$ cat src/hdl/cdb_pkg.sv
package cdb_pkg;

  // Word width of a stored value; the payload structs below are fixed to it.
  localparam int VALUE_WIDTH = 32;

  // Width of the capacity field as written through the register port.
  localparam int CAP_FIELD_W = 11;

  // Register port: byte address bits and the register index.
  localparam int CFG_ADDR_W   = 3;
  localparam int CFG_DATA_W   = 32;
  localparam bit REG_CAPACITY = 1'b0;

  // Operation codes.
  localparam logic [2:0] OP_PUSH_HEAD = 3'd0;
  localparam logic [2:0] OP_PUSH_TAIL = 3'd1;
  localparam logic [2:0] OP_POP_HEAD  = 3'd2;
  localparam logic [2:0] OP_POP_TAIL  = 3'd3;
  localparam logic [2:0] OP_QUERY     = 3'd4;

  typedef struct packed {
    logic [2:0]                    opcode;
    logic signed [VALUE_WIDTH-1:0] push_value;
  } in_item_t;

  typedef struct packed {
    logic                          accepted;
    logic signed [VALUE_WIDTH-1:0] head_value;
    logic signed [VALUE_WIDTH-1:0] tail_value;
    logic                          is_empty;
    logic                          is_full;
  } out_item_t;

  // Per-beat status carried from the pointer logic to the result stage.
  typedef struct packed {
    logic valid;
    logic accepted;
    logic is_empty;
    logic is_full;
    logic fwd_head;
    logic fwd_tail;
  } res_stat_t;

endpackage

$ cat src/hdl/cdb_ctrl.sv
module cdb_ctrl
  import cdb_pkg::*;
#(
  parameter int STORE_DEPTH = 1024
) (
  input  logic                           clk,
  input  logic                           rst_n,
  input  logic                           go,
  input  in_item_t                       item,
  input  logic                           cap_wr,
  input  logic [CAP_FIELD_W-1:0]         cap_wdata,
  output logic [$clog2(STORE_DEPTH+1)-1:0] cap_value,
  output logic                           wr_en,
  output logic [$clog2(STORE_DEPTH)-1:0] wr_addr,
  output logic [$clog2(STORE_DEPTH)-1:0] rd_addr_head,
  output logic [$clog2(STORE_DEPTH)-1:0] rd_addr_tail,
  output res_stat_t                      stat,
  output logic [VALUE_WIDTH-1:0]         fwd_data
);

  localparam int PW = $clog2(STORE_DEPTH);
  localparam int CW = $clog2(STORE_DEPTH + 1);
  localparam int SW = CW + 1;

  logic [PW-1:0] head_r, head_nxt;
  logic [PW-1:0] tail_r, tail_nxt;
  logic [CW-1:0] count_r, count_nxt;
  logic [CW-1:0] cap_r, cap_nxt;
  res_stat_t     stat_r, stat_nxt;
  logic [VALUE_WIDTH-1:0] fwd_data_r;

  logic          full_now;
  logic          empty_now;
  logic          ok;
  logic [PW-1:0] tail_last;
  logic [31:0]   cap_wide;

  function automatic logic [PW-1:0] wrap_dec(input logic [PW-1:0] p,
                                             input logic [CW-1:0] c);
    logic [CW-1:0] cm1;
    cm1 = c - 1'b1;
    return (p == '0) ? cm1[PW-1:0] : p - 1'b1;
  endfunction

  function automatic logic [PW-1:0] wrap_inc(input logic [PW-1:0] p,
                                             input logic [CW-1:0] c);
    logic [SW-1:0] pp1;
    pp1 = SW'(p) + 1'b1;
    return (pp1 >= SW'(c)) ? '0 : pp1[PW-1:0];
  endfunction

  assign full_now  = (count_r >= cap_r);
  assign empty_now = (count_r == '0);
  assign cap_wide  = 32'(cap_wdata);

  always_comb begin
    head_nxt  = head_r;
    tail_nxt  = tail_r;
    count_nxt = count_r;
    ok        = 1'b0;
    wr_en     = 1'b0;
    wr_addr   = tail_r;
    case (item.opcode)
      OP_PUSH_HEAD: begin
        if (!full_now) begin
          head_nxt  = wrap_dec(head_r, cap_r);
          wr_addr   = head_nxt;
          wr_en     = go;
          count_nxt = count_r + 1'b1;
          ok        = 1'b1;
        end
      end
      OP_PUSH_TAIL: begin
        if (!full_now) begin
          wr_addr   = tail_r;
          tail_nxt  = wrap_inc(tail_r, cap_r);
          wr_en     = go;
          count_nxt = count_r + 1'b1;
          ok        = 1'b1;
        end
      end
      OP_POP_HEAD: begin
        if (!empty_now) begin
          head_nxt  = wrap_inc(head_r, cap_r);
          count_nxt = count_r - 1'b1;
          ok        = 1'b1;
        end
      end
      OP_POP_TAIL: begin
        if (!empty_now) begin
          tail_nxt  = wrap_dec(tail_r, cap_r);
          count_nxt = count_r - 1'b1;
          ok        = 1'b1;
        end
      end
      OP_QUERY: begin
        ok = 1'b1;
      end
      default: begin
        ok = 1'b0;
      end
    endcase

    tail_last    = wrap_dec(tail_nxt, cap_r);
    rd_addr_head = head_nxt;
    rd_addr_tail = tail_last;

    stat_nxt.valid    = go;
    stat_nxt.accepted = ok;
    stat_nxt.is_empty = (count_nxt == '0);
    stat_nxt.is_full  = (count_nxt >= cap_r);
    stat_nxt.fwd_head = wr_en && (wr_addr == head_nxt);
    stat_nxt.fwd_tail = wr_en && (wr_addr == tail_last);

    if (cap_wide == 32'd0) begin
      cap_nxt = CW'(1);
    end else if (cap_wide > 32'(STORE_DEPTH)) begin
      cap_nxt = CW'(STORE_DEPTH);
    end else begin
      cap_nxt = cap_wide[CW-1:0];
    end
  end

  always_ff @(posedge clk) begin
    if (!rst_n) begin
      head_r  <= '0;
      tail_r  <= '0;
      count_r <= '0;
      cap_r   <= CW'(STORE_DEPTH);
      stat_r  <= '0;
    end else begin
      stat_r <= stat_nxt;
      if (cap_wr) begin
        cap_r   <= cap_nxt;
        head_r  <= '0;
        tail_r  <= '0;
        count_r <= '0;
      end else if (go) begin
        head_r  <= head_nxt;
        tail_r  <= tail_nxt;
        count_r <= count_nxt;
      end
    end
  end

  always_ff @(posedge clk) begin
    if (go) begin
      fwd_data_r <= item.push_value;
    end
  end

  assign cap_value = cap_r;
  assign stat      = stat_r;
  assign fwd_data  = fwd_data_r;

endmodule

$ cat config.mk
export PLATFORM = sky130hd
export DESIGN_NAME = cdb_ctrl
export DESIGN_NICKNAME = d
export VERILOG_FILES = /design/src/hdl/cdb_pkg.sv /design/src/hdl/cdb_ctrl.sv
export SDC_FILE = /design/constraint.sdc
export NUM_CORES = 1
export LEC_CHECK = 0
export BUFFER_PORTS_ARGS = -buffer_cell sky130_fd_sc_hd__buf_4
export CAP_MARGIN = 40
export CORE_ASPECT_RATIO = 0.5
export CORE_MARGIN = 3
export CORE_UTILIZATION = 40
export DETAILED_ROUTE_END_ITERATION = 10
export PLACE_DENSITY = 0.69
export SLEW_MARGIN = 20
export SYNTH_ARGS = -nofsm -noshare
export SYNTH_HDL_FRONTEND = slang
export SYNTH_SLANG_ARGS = --single-unit
$ cat constraint.sdc
create_clock -name clk -period 9.8 [get_ports clk]
set_input_delay 1.96 -clock clk [delete_from_list [all_inputs] [get_ports clk]]
set_output_delay 1.96 -clock clk [all_outputs]
set_load 0.02 [all_outputs]
Yosys cells after proc, flatten, opt, wreduce, memory -nomap -nowiden
Cells that the tools add are included.

Add/sub/neg operators: 8. Magnitude comparators: 5. Equal/unequal tests: 6. Muxes and demuxes: 23. Bitwise gates (word level): 1. Reduce and logical (&&, ||, !) cells: 12.

Operator list (count): two-way mux 10 bit (11); >= comparator 11 bit (4); two-way mux 11 bit (4); case mux 10 bit (2 select lines) (2); subtractor 10 x 1 -> 10 bit, second input constant (4); zero test 32 bit (1); zero test 10 bit (3); adder 10 x 1 -> 11 bit, second input constant (2); zero test 11 bit (2); case mux 11 bit (2 select lines) (1); == test 10 bit (2); adder 11 x 1 -> 11 bit, second input constant (1); greater-than comparator 11 bit, second input constant (1); subtractor 11 x 1 -> 11 bit, second input constant (1); == test 3 x 2 -> 1 bit, second input constant (2); OR reduction 2 bit (3); two-way mux 1 bit (4); == test 3 x 1 -> 1 bit, second input constant (1); == test 3 bit, second input constant (1); zero test 3 bit (1); case mux 1 bit (3 select lines) (1); logical AND 1 bit (2); NOT 1 bit (1).

Bits in registers: 80. Bits of input ports: 50. Logic and storage cells: 66.

Logic depth before layout (Yosys ltp)
Gate-level depths: netlist of the first run.

Depth after elaboration: 9. Mapped depth: 24. Gate-level depth less buffers: 23.

Worst setup path after synthesis of the first run
OpenSTA, ideal clock, no wires.

Path type: input -> output. Start point: input port item[33] in the netlist's numbering. End point: output port rd_addr_tail[4]. Arrival time: 5.091 ns. Required time: 7.840 ns. Slack: 2.749 ns. Cell stages on the path: 14. Path buffers: 3. Cells stage by stage: clkbuf_1 > or2_2 > a2111oi_0 > o21a_1 > and4_1 > clkbuf_1 > a211oi_1 > o21ai_2 > inv_1 > ha_1 > nand4_4 > or2_1 > buf_6 > mux2i_1.

Word-level cells in the longest chain between the ends: 4.

Ends and longest elaborated chain: start: declaration (line cdb_ctrl.sv:9) `input in_item_t item,`; == test 3 x 2 -> 1 bit or == test 3 x 1 -> 1 bit (tied branches) (line cdb_ctrl.sv:63) `case (item.opcode)`; case mux 10 bit (2 select lines) (*) (line cdb_ctrl.sv:63); subtractor 10 x 1 -> 10 bit or zero test 10 bit (tied branches) (line cdb_ctrl.sv:42) `return (p == '0) ? cm1[PW-1:0] : p - 1'b1;`; two-way mux 10 bit (*) (line cdb_ctrl.sv:42); end: declaration (line cdb_ctrl.sv:16) `output logic [$clog2(STORE_DEPTH)-1:0] rd_addr_tail,`.

Every way passes the cells marked *; elsewhere a longest branch is shown, timed or not.

Worst setup path in the final report of the first run
Ends and elaborated chain as after synthesis.

==> out/metrics.yaml, run 1 <==
status: "finished clean"
root_buffer: "clkbuf_16"
wl_um: 22900
floorplan.rows: 32
dieArea_sq_um: 18700
netlist_instances: 825
cp-startpoint: "item[33]"
clock_latency_ns: 0.36
post_cts_resized: 0
clkTransAtPathRegs_ns: 0.07
die_x_um: 190
synthTopCellsByArea: "dfxtp_1, edfxtp_1, ha_1, xnor2_1, nand2_1"
drc: 0
critPathArrivalTime_ns: 5.66
clockBufferDepth: 2
drive_gt1_frac: 0.192
ys_ff_latch: 80
cts_tree: "yes"
grtUsageTotal: 0.239
synth-warning-count: 0
syn_area_per_cell_sq_um: 8.23
first_pass_iters: 6
routabilityCongestion: 1.01
crit_type: "primary input to output pin"
antenna_found_initial: 0
ios: 130
vias: 6832
period_needed_ns: 7.62
filler_cell_count: 1510
rsz0062_at_grt: "false"
worstMarginPinSlew_ns: 0.935
coreArea_sq_um: 16000
setup_tns_ns: 0
drtIter0Drc: 754
hold_class: "register to register"
final-hold-violation-count: 0
slew_viol_final: 0
crit_end: "rd_addr_tail[4]"
grt_pass1_vias: 6294
startpoint_type: "primary input"
worst_hold_slack_ns: 0.518
r2r_cells: 19
r2r_start: "tail_r[0]$_SDFFE_PP0P_"
cp.required_ns: 7.84
portBuffers: 129
timing.rr.end: "stat[0]$_SDFF_PN0_"
overflow: 0
cellPowerDensity_nw_per_um2: 152
vias_per_cell: 5.97
layout.nets: 1021
synth.yosys.seq_area_share: 0.283
finClkSkew_ns: 0.0133
area_delta_synth_final_pct: 21.4
reg2reg_slack_ns: 4.08
holdBufCountCts: 0
cts_max_level: 3
fmax_ghz: 0.131
hpwl_um: 17600
synth.most_common_cell: "nand2_1"
routedWlPerCell_um: 20.0
synth-async-reset-ratio: 0
synth_edf_count: 32
ant_nets: 0
start_util: 0.424
synth_top_cells_by_count: "nand2_1, nor2_1, ha_1"
finalSetupViolations: 0
synth_flop_cell: "dfxtp_1"
numCtsBuffers: 9
diodes: 0
max-vdd-ir-drop_mv: 0.0899
grt_max_degree: 47
numClockSinks: 80
cp-end-kind: "output pin"
p_leak_nw: 3.62
path_max_fanout: 19
final_cells: 1144
cap_violations: 0
postCtsSetupRepairBufs: 0
syn_area_sq_um: 6790
synth.distinct_cells: 82
grt_pass1_wl_um: 35400
finalCritPeriodShare: 0.777
yosysTopAreaCellShare: 0.141
die_height_um: 98.1
dp.cells: 1127
relSlewSlack: 0.372
synth_nets: 928
synth_area_leader_cell: "dfxtp_1"
==> flip-flops by register name, indices dropped and copies added (netlist names) <==
name and flops:
tail_r 10, head_r 10, cap_value 11, fwd_data 32, stat 6, count_r 11
==> critical path: stages <==
cell	delay, ns
buf_4	0.18
or2_2	0.35
a2111oi_0	0.49
o21a_1	0.23
and4_1	0.47
a211oi_1	0.11
o21ai_2	0.29
inv_1	0.14
ha_1	0.25
nand4_4	0.12
or2_1	0.46
mux2i_1	0.38
buf_4	0.21
==> cells in the final DEF (no fill, tap or decap), types with 10 or more instances in the layout <==
cell,n
dfxtp_1,48
mux2i_1,13
a21o_1,10
and3_1,14
buf_4,130
o21ai_0,28
a211oi_1,32
xor2_1,25
nand2_1,76
nor4_1,12
edfxtp_1,32
a21oi_1,35
xnor2_1,48
ha_1,53
nand3_1,40
nor2_1,72
nor2b_1,12
nor3_1,31
inv_1,52
==> layout make-up <==
cell class / count / area [sq um] / share of cell area
clock inverter: 7 / 135 / 0.0164
multi-input combinational: 643 / 4470 / 0.542
inverter: 52 / 195 / 0.0237
tap: 221 / 277 / 0.0335
sequential: 80 / 1920 / 0.233
timing repair buffer: 132 / 1020 / 0.124
clock buffer: 9 / 225 / 0.0273
==> how the worst min path moves through the flow <==
stage,endpoint,start,cells past startpoint,slack (ns)
after global placement,cap_value[10]$_SDFFE_PN1P_,cap_value[10]$_SDFFE_PN1P_,2,0.50
after CTS,cap_value[10]$_SDFFE_PN1P_,cap_value[10]$_SDFFE_PN1P_,2,0.53
after detailed placement,cap_value[10]$_SDFFE_PN1P_,cap_value[10]$_SDFFE_PN1P_,2,0.51
final,cap_value[10]$_SDFFE_PN1P_,cap_value[10]$_SDFFE_PN1P_,2,0.52
after global routing,cap_value[10]$_SDFFE_PN1P_,cap_value[10]$_SDFFE_PN1P_,2,0.57
after floorplan,count_r[9]$_SDFFE_PP0P_,count_r[9]$_SDFFE_PP0P_,2,0.52
==> kinds of logic (layout without fill, tap and decap cells) <==
| family | Yosys count | in the layout | synth area share |
|---|---|---|---|
| AND/OR/NAND/NOR | 318 | 318 | 0.240 |
| AO/OA/AOI/OAI | 183 | 183 | 0.200 |
| buffers and inverters | 102 | 200 | 0.0597 |
| flip-flops | 80 | 80 | 0.283 |
| XOR/XNOR | 73 | 73 | 0.0941 |
| adder cells (fa/ha/maj) | 53 | 53 | 0.0976 |
| multiplexers | 16 | 16 | 0.0258 |
==> metal layers <==
| metal | GRT usage | vias up | wire [um] |
|---|---|---|---|
| li1 | - | 3180 | - |
| met1 | 0.322 | 3177 | 9930 |
| met2 | 0.381 | 400 | 10100 |
| met3 | 0.0542 | 75 | 2110 |
| met4 | 0.0834 | 0 | 777 |
| met5 | 0 | - | 0 |
==> through the flow <==
stage / worst slack [ns] / total power [mW] / cell area [sq um] / utilization
final: 2.18 / 1.25 / 8250 / 0.515
after global routing: 1.98 / 1.31 / 8250 / 0.515
after CTS: 2.25 / 1.25 / 8220 / 0.513
after detailed placement: 2.29 / 0.831 / 7860 / 0.491
after global placement: 2.38 / 0.822 / 7840 / 0.489
after floorplan: 2.75 / 0.681 / 6790 / -
==> where the power goes <==
part / leakage (nW) / internal, mW / switching [mW]
clock network: 0.175 / 0.255 / 0.162
registers: 0.704 / 0.365 / 0.0196
logic: 2.74 / 0.177 / 0.270
total: 3.62 / 0.798 / 0.452
No activity file was read; power rests on OpenSTA's default activity.
==> inputs of run 2 (changes only) <==
--- a/config.mk
+++ b/config.mk
@@ -11,7 +11,7 @@
 export CORE_MARGIN = 3
 export CORE_UTILIZATION = 40
 export DETAILED_ROUTE_END_ITERATION = 10
-export PLACE_DENSITY = 0.69
+export PLACE_DENSITY = 0.71
 export SLEW_MARGIN = 20
 export SYNTH_ARGS = -nofsm -noshare
 export SYNTH_HDL_FRONTEND = slang
==> constraint.sdc (replaced) <==
create_clock -name clk -period 7 [get_ports clk]
set_input_delay 1.4 -clock clk [delete_from_list [all_inputs] [get_ports clk]]
set_output_delay 1.4 -clock clk [all_outputs]
set_load 0.02 [all_outputs]
==> out/metrics.yaml, run 2 (same netlist as run 1, synthesis figures left out) <==
final_cells: 1150  # was 1144
first_pass_iters: 5  # was 6
postCtsSetupRepairBufs: 0  # unchanged
mostFrequentLayoutCells: "buf_4, nand2_1, nor2_1"  # unchanged
cp-end-kind: "output pin"  # unchanged
worstMarginPinSlew_ns: 0.894  # was 0.935 ns
critPathArrivalTime_ns: 5.15  # was 5.66 ns
clkPwrFrac: 0.320  # was 0.334
startpoint_type: "register"  # was primary input
clock_latency_ns: 0.35  # was 0.36 ns
final_cell_area_sq_um: 8260  # was 8250 sq um
cts_tree: "yes"  # unchanged
slowest_delay_ns: 0.65  # was 0.49 ns
numCtsBuffers: 9  # unchanged
dpl_cell_area_sq_um: 7900  # was 7860 sq um
start_util: 0.424  # unchanged
coreArea_sq_um: 16000  # unchanged
drive_gt1_frac: 0.198  # was 0.192
diodes: 0  # unchanged
dieArea_sq_um: 18700  # unchanged
cp_slowest_cell: "a2111oi_0"  # unchanged
clockBufferDepth: 2  # unchanged
final-hold-violation-count: 0  # unchanged
p_leak_nw: 3.63  # was 3.62 nW
multi_input_area_sq_um: 4470  # unchanged
crit_chain: "and3_1 > nand3_1 > nor2_1 > xnor2_1 > ha_1 > a21o_1 > a2111oi_0 > o21a_1 > and4_1 > a211oi_1 > o21ai_2 > inv_1 > ha_1 > nand4_4 > or2_2 > mux2i_1 > inv_1 > buf_4"  # was buf_4 > or2_2 > a2111oi_0 > o21a_1 > and4_1 > a211oi_1 > o21ai_2 > inv_1 > ha_1 > nand4_4 > or2_1 > mux2i_1 > buf_4
finClkSkew_ns: 0.0185  # was 0.0133 ns
grt_max_degree: 45  # was 47
post-place-ws_ns: 0.753  # was 2.29 ns
final-seq-area_sq_um: 1920  # unchanged
filler_cell_count: 1530  # was 1510
grt_pass1_vias: 6377  # was 6294
routedWlPerCell_um: 20.2  # was 20.0 um
floorplan.rows: 32  # unchanged
period_needed_ns: 6.55
swShare: 0.370  # was 0.362
status: "finished clean"  # unchanged
dp.cells: 1133  # was 1127
drtIter0Drc: 827  # was 754
finalCritPeriodShare: 0.936
path_max_fanout: 13  # was 19
cts_max_level: 3  # unchanged
combPwrFrac: 0.368  # was 0.358
antenna_found_initial: 0  # unchanged
vias_per_cell: 5.97  # about the same
cellPowerDensity_nw_per_um2: 208  # was 152 nW/um^2
hold_class: "register to register"  # unchanged
numClockSinks: 80  # unchanged
area_delta_synth_final_pct: 21.6  # was 21.4%
finalSetupViolations: 0  # unchanged
crit_family: "simple AND/OR/NAND/NOR gates"  # unchanged
drc: 0  # unchanged
setup_tns_ns: 0  # unchanged
p_seq_frac: 0.312  # was 0.308
rsz0062_at_grt: "false"  # unchanged
clkTransAtPathRegs_ns: 0.08  # was 0.07 ns
max-vdd-ir-drop_mv: 0.115  # was 0.0899 mV
final_common_cell: "buf_4"  # unchanged
ant_nets: 0  # unchanged
die_height_um: 98.1  # unchanged
slew_viol_final: 0  # unchanged
hpwl_um: 17700  # was 17600 um
crit_type: "register to output pin"  # was primary input to output pin
routabilityCongestion: 0.986  # was 1.01
cp.required_ns: 5.60  # was 7.84 ns
p_int_mw: 1.08  # was 798 uW
finalWorstSetupSlack_ns: 0.451  # was 2.18 ns
cap_violations: 0  # unchanged
grt_pass1_wl_um: 35700  # was 35400 um
largest_reg_flops: 32  # unchanged
root_buffer: "clkbuf_16"  # unchanged
die_x_um: 190  # unchanged
portBuffers: 129  # unchanged
grtUsageTotal: 0.241  # was 0.239
layout.nets: 1027  # was 1021
worst_hold_slack_ns: 0.515  # was 0.518 ns
relSlewSlack: 0.400  # was 0.372
vias: 6864  # was 6832
fmax_ghz: 0.153
critPathBufInv: 3  # unchanged
wl_um: 23200  # was 22900 um
ios: 130  # unchanged
switchingPower_uw: 637  # was 452 uW
overflow: 0  # unchanged
run 2: metrics by stage:
stage          power, mW   util
2_1_floorplan      0.954      -
3_5_place_dp        1.17  0.493
3_3_place_gp        1.16  0.492
4_1_cts             1.72  0.514
6_report            1.72  0.516
5_1_grt             1.80  0.516
run 2: path summary, 6_finish.rpt:
check | slack, ns | from | endpoint | cells after the start
max | 0.45 | tail_r[4]$_SDFFE_PP0P_ | rd_addr_tail[2] | 18
min | 0.52 | cap_value[10]$_SDFFE_PN1P_ | cap_value[10]$_SDFFE_PN1P_ | 2
max reg2reg | 1.61 | tail_r[4]$_SDFFE_PP0P_ | stat[0]$_SDFF_PN0_ | 19
min reg2reg | 0.52 | cap_value[10]$_SDFFE_PN1P_ | cap_value[10]$_SDFFE_PN1P_ | 2
run 2: power by group through the flow:
stage,clock network (mW),logic [mW],registers [mW]
finish,0.550,0.634,0.537
global route,0.577,0.680,0.540
CTS,0.558,0.622,0.536
detailed placement,0,0.620,0.547
global placement,0,0.611,0.546
floorplan,0,0.395,0.559
run 2: worst reg2reg max path: stages (launching register included):
cell and delay [ns]:
dfxtp_1 0.62, and3_1 0.23, nand3_1 0.14, nor2_1 0.30
xnor2_1 0.16, ha_1 0.26, a21o_1 0.16, a2111oi_0 0.65
o21a_1 0.23, and4_1 0.30, a211oi_1 0.08, o21ai_2 0.29
inv_1 0.14, ha_1 0.25, nand4_4 0.11, or2_2 0.34
mux2i_4 0.30, xnor2_1 0.10, a2111oi_2 0.41, and4_1 0.24
run 2: metal layers:
| layer | vias up | track usage | wire length (um) |
|---|---|---|---|
| li1 | 3195 | - | - |
| met1 | 3266 | 0.331 | 10200 |
| met2 | 352 | 0.374 | 10100 |
| met3 | 51 | 0.0574 | 2210 |
| met4 | 0 | 0.0777 | 667 |
| met5 | - | 0 | 0 |
run 2: layout make-up:
type | instances | share of cell area
multi-input combinational | 643 | 0.541
tap | 221 | 0.0335
clock buffer | 9 | 0.0273
timing repair buffer | 138 | 0.129
clock inverter | 7 | 0.0129
sequential | 80 | 0.233
inverter | 52 | 0.0236
run 2: what timing repair did:
item,in CTS,in global routing
hold endpoints to repair,0,0
gates resized for setup,0,1
setup endpoints to repair,0,1
hold buffers,0,0
